File: src/srp_pkg.sv
// Shared types and constants for the skyline rectangle packer.
// Depends on nothing; imported by srp_ctrl, srp_dpath and the top level.
package srp_pkg;

  localparam int MAX_ATLAS_WIDTH = 512;
  localparam int HEIGHT_BITS     = 16;

  // column address, column count, item, bound and result widths
  localparam int AW       = $clog2(MAX_ATLAS_WIDTH);
  localparam int XW       = AW + 1;
  localparam int CFG_AW_W = 10;
  localparam int BW_W     = 9;
  localparam int W_W      = BW_W + 1;
  localparam int BND_W    = ((XW > W_W) ? XW : W_W) + 2;
  localparam int POS_X_W  = 9;
  localparam int POS_Y_W  = 16;

  localparam logic [HEIGHT_BITS-1:0] HMAX = {HEIGHT_BITS{1'b1}};

  // configuration register indexes
  localparam logic REG_ATLAS_WIDTH = 1'b0;
  localparam logic REG_PAD_ENABLE  = 1'b1;

  // input command codes
  localparam logic CMD_PLACE = 1'b0;
  localparam logic CMD_CLEAR = 1'b1;

  typedef logic [HEIGHT_BITS-1:0] height_t;

  typedef enum logic [3:0] {
    S_INIT,
    S_CLR,
    S_IDLE,
    S_RDX,
    S_CAND,
    S_RDK,
    S_SPAN,
    S_WB,
    S_OUT
  } state_t;

  typedef enum logic [3:0] {
    OP_NONE,
    OP_LOAD,
    OP_CLR_INIT,
    OP_CLR_WR,
    OP_CAND,
    OP_SPAN,
    OP_WB_INIT,
    OP_WB_WR,
    OP_OUT
  } dp_op_t;

  typedef struct packed {
    dp_op_t op;
    logic   rd_k;
  } dp_cmd_t;

  typedef struct packed {
    logic scan_end;
    logic have;
    logic w_zero;
    logic cand_more;
    logic span_fail;
    logic span_last;
    logic wb_last;
    logic clr_last;
    logic out_free;
  } dp_stat_t;

endpackage

File: src/srp_ctrl.sv
// Sequencer for the skyline packer: clear sweep, candidate scan, span check,
// write-back and result hand-off. Depends on srp_pkg.
module srp_ctrl
  import srp_pkg::*;
(
  input  logic     clk,
  input  logic     rst_n,
  input  logic     in_tvalid,
  input  logic     in_cmd,
  output logic     in_tready,
  input  dp_stat_t stat,
  output dp_cmd_t  cmd
);

  state_t state_r, state_nxt;
  logic   boot_r, boot_nxt;

  always_ff @(posedge clk) begin
    if (!rst_n) begin
      state_r <= S_INIT;
      boot_r  <= 1'b1;
    end else begin
      state_r <= state_nxt;
      boot_r  <= boot_nxt;
    end
  end

  // next state
  always_comb begin
    state_nxt = state_r;
    boot_nxt  = boot_r;
    case (state_r)
      S_INIT: state_nxt = S_CLR;
      S_CLR: begin
        if (stat.clr_last) begin
          state_nxt = boot_r ? S_IDLE : S_OUT;
          boot_nxt  = 1'b0;
        end
      end
      S_IDLE: begin
        if (in_tvalid) begin
          state_nxt = (in_cmd == CMD_CLEAR) ? S_CLR : S_RDX;
        end
      end
      S_RDX: begin
        if (stat.scan_end) begin
          state_nxt = (stat.have && !stat.w_zero) ? S_WB : S_OUT;
        end else begin
          state_nxt = S_CAND;
        end
      end
      S_CAND: state_nxt = stat.cand_more ? S_RDK : S_RDX;
      S_RDK:  state_nxt = S_SPAN;
      S_SPAN: state_nxt = (stat.span_fail || stat.span_last) ? S_RDX : S_RDK;
      S_WB:   state_nxt = stat.wb_last ? S_OUT : S_WB;
      S_OUT:  state_nxt = stat.out_free ? S_IDLE : S_OUT;
      default: state_nxt = S_INIT;
    endcase
  end

  // datapath commands
  always_comb begin
    cmd.op    = OP_NONE;
    cmd.rd_k  = 1'b0;
    in_tready = 1'b0;
    case (state_r)
      S_INIT: cmd.op = OP_CLR_INIT;
      S_CLR:  cmd.op = OP_CLR_WR;
      S_IDLE: begin
        in_tready = 1'b1;
        if (in_tvalid) begin
          cmd.op = (in_cmd == CMD_CLEAR) ? OP_CLR_INIT : OP_LOAD;
        end
      end
      S_RDX: begin
        if (stat.scan_end) begin
          cmd.op = OP_WB_INIT;
        end
      end
      S_CAND: cmd.op = OP_CAND;
      S_RDK:  cmd.rd_k = 1'b1;
      S_SPAN: cmd.op = OP_SPAN;
      S_WB:   cmd.op = OP_WB_WR;
      S_OUT: begin
        if (stat.out_free) begin
          cmd.op = OP_OUT;
        end
      end
      default: cmd.op = OP_NONE;
    endcase
  end

endmodule

File: config.mk
export PLATFORM = sky130hd
export DESIGN_NAME = srp_ctrl
export DESIGN_NICKNAME = d
export VERILOG_FILES = /design/src/srp_pkg.sv /design/src/srp_ctrl.sv
export SDC_FILE = /design/constraint.sdc
export NUM_CORES = 1
export LEC_CHECK = 0
export BUFFER_PORTS_ARGS = -buffer_cell sky130_fd_sc_hd__buf_2
export CAP_MARGIN = 20
export CORE_AREA = 2 2 39 41
export CTS_CLUSTER_DIAMETER = 40
export CTS_CLUSTER_SIZE = 24
export DETAILED_ROUTE_END_ITERATION = 8
export DIE_AREA = 0 0 41 43
export GPL_ROUTABILITY_DRIVEN = 0
export PLACE_DENSITY = 0.66
export SLEW_MARGIN = 15
export SYNTH_ARGS = -nofsm -noshare
export SYNTH_HDL_FRONTEND = slang
export SYNTH_SLANG_ARGS = --single-unit
export TNS_END_PERCENT = 10
File: constraint.sdc
create_clock -name clk -period 1.35 [get_ports clk]
set_clock_uncertainty 0.1 [all_clocks]
set_input_delay 0.405 -clock clk [delete_from_list [all_inputs] [get_ports clk]]
set_output_delay 0.405 -clock clk [all_outputs]
set_load 0.05 [all_outputs]
==> results_dict.tcl <==
set metrics [dict create \
    outcome "finished with violations" \
    violations "negative setup slack" \
    placed_cells 120 \
    peakVddDrop_mv 1.332 \
    drive_above_1_share_pct 57.01 \
    first_pass_iters 4 \
    synthFlopType "dfxtp_1" \
    crit_required_ps 850 \
    synth_top_area_share_pct 20.36 \
    cp_slowest_stage_delay_ps 370 \
    clkSinkCount 5 \
    yosys-top-cells-count "o21ai_0 (8), dfxtp_1 (5), nand2b_1 (5), nor3_1 (5)" \
    max_cap_violations 0 \
    min_path_type "in -> reg" \
    die_area_mm2 0.001763 \
    p_per_area_mw_per_mm2 1867 \
    critPathLaunch "state_r[0]$_SDFFE_PN0P_" \
    final.period_utilization_pct 134.6 \
    netlist_top_cells_area "dfxtp_1 (20%), o21ai_0 (8.1%), nand2b_1 (6.4%)" \
    areaGrowthSynthToFinish_pct 86.77 \
    fp-row-count 14 \
    cts_buffer_depth 2 \
    ctsHoldBuffers 0 \
    critPathSlowestCell "dfxtp_4" \
    worstHoldStart "rst_n" \
    drtAntennaViolNets 0 \
    setup_tns_ps -2742 \
    rsz0062_at_grt "yes" \
    cp-end-kind "output port" \
    synth_edf_count 0 \
    stdcell_count 123 \
    dp_hpwl_um 1218 \
    max_freq_mhz 550.4 \
    post-route-util_pct 66.37 \
    syn-num-nets 83 \
    p_leak_uw 0.0003790 \
    hold_violations 0 \
    fp.dieH_um 43 \
    numCtsBuffers 3 \
    reg2reg_depth 6 \
    syn_inst 70 \
    antenna_found_initial 0 \
    ff_latch_area_um2 111.4 \
    portBuffers 18 \
    synthArstFlopShare_pct 0 \
    diodes 0 \
    arrival_ps 1310 \
    min_path_cells 2 \
    setup_ws_ps -467.0 \
    critPathLaunchType "register" \
    cts_max_level 1 \
    grt_max_degree 13 \
    setup-violations-final 9 \
    ios 19 \
    cts_tree "done" \
    synth_area_per_cell_um2 7.025 \
    yosysSeqAreaShare_pct 20.36 \
    yosysMostFrequentCell "o21ai_0" \
    tightestPinTransition_ps 285.9 \
    core_mm2 0.001384 \
    vias 665 \
    drt_wl_total_um 1578 \
    syn_area_um2 491.7 \
    wire_per_inst_um 12.83 \
    synth.distinct_cells 33 \
    multiInputGateArea_um2 452.9 \
    insertion_delay_ps 240 \
    cts-root-buf "clkbuf_4" \
    via_per_inst 5.407 \
    grt_pass1_wl_um 2580 \
    maxSlewHeadroom_pct 80.80 \
    rr_startpoint "state_r[0]$_SDFFE_PN0P_" \
    met3_usage_pct 1.571 \
    path_max_fanout 5 \
    drc 0 \
    worst-path-stages 4 \
    crit_path_cell_trace "inv_2 -> or3_4 -> a21oi_4 -> buf_6" \
    yosysTopAreaCell "dfxtp_1" \
    drv_slew 0 \
    critPathTopFamily "flip-flops" \
    die_w_um 41 \
    min_period_ps 1817 \
    clk_pin_slew_worst_paths_ps 40 \
    grtUsageMet2_pct 33.44 \
    grt_use_total_pct 21.37 \
    path_buf_inv 2 \
    fillCellCount 125 \
    drtIter0Drc 15 \
    final_nets 121 \
    ys_ff_latch 5 \
    met1_usage_pct 27.36 \
    grt_pass1_vias 629 \
    grt.busiest_layer "met2" \
    start_util_pct 35.53 \
    criticalPathCategory "reg -> out" \
    p_total_uw 1714 \
    grt-ovfl-total 0 \
    cts_setup_buffers 0 \
    ys_warn_count 0 \
]
## repair_timing
action,CTS,global route
pin swaps,5,2
endpoints found under the hold margin,0,0
setup endpoints to repair,9,10
gates resized for setup,31,6
## per-stage QoR
step / hold WS, ps / area, um2 / setup WS [ps]
floorplan: 342.5 / 565.5 / -409.1
global placement: 379.3 / 792.0 / -421.2
detailed placement: 382.0 / 792.0 / -425.8
CTS: 258.9 / 895.9 / -480.6
global route: 263.0 / 918.4 / -516.5
finish: 279.1 / 918.4 / -467.0
## state kept, by name, summed over array words and instances (netlist names)
register / count
state_r: 4
boot_r: 1
## final timing paths
kind / slack [ps] / end
max: -470 / cmd[1]
min: 280 / boot_r$_SDFFE_PN1P_
max reg2reg: -160 / state_r[1]$_SDFFE_PN0P_
min reg2reg: 410 / boot_r$_SDFFE_PN1P_
## cells in the final DEF (no fill, tap or decap), types with 2 or more instances in the layout
master	Yosys	final
dfxtp_4	0	3
o21ai_1	0	2
inv_2	0	2
buf_6	1	10
and2_1	2	2
nand3_1	3	3
nor3_1	5	2
nand2b_4	0	2
clkbuf_4	0	3
o21ai_0	8	4
nand2_1	4	3
nand2b_1	5	3
buf_2	2	12
a21boi_1	1	2
nor3_4	0	3
or3_1	3	2
a31oi_1	2	2
nor2_1	3	3
o21ai_2	0	2
inv_1	4	2
dfxtp_1	5	2
buf_4	0	16
a21oi_4	0	2
## layout make-up
class                   instances  area share (%)
repair buffers                 38           31.88
clock buffers                   4           2.861
well taps                      16           2.180
multi-input cells              56           49.32
flip-flops and latches          5           12.13
inverters                       4           1.635
## power breakdown
| group | internal [uW] | leakage (uW) | switching, uW |
|---|---|---|---|
| Sequential | 210 | 0.0000430 | 77.9 |
| Combinational | 614 | 0.000321 | 647 |
| Clock | 111 | 0.0000150 | 54.7 |
| Total | 935 | 0.000379 | 780 |
## routing by layer
metal	vias to the layer above	part of all wire, %	routed length [um]
li1	340	-	-
met3	2	3.5	56
met2	19	52	822
met1	304	44	688
met5	-	0	0
met4	0	0.63	10
## kinds of logic (layout without fill, tap and decap cells)
group,count (synthesis),in the layout,synth area share [%]
buffers and inverters,9,46,8.903
muxes,2,2,4.326
DFF,5,5,20.36
and+or+nand+nor,30,30,34.35
AOI/OAI and AO/OA,24,24,32.06
No activity file was read; power rests on OpenSTA's default activity.
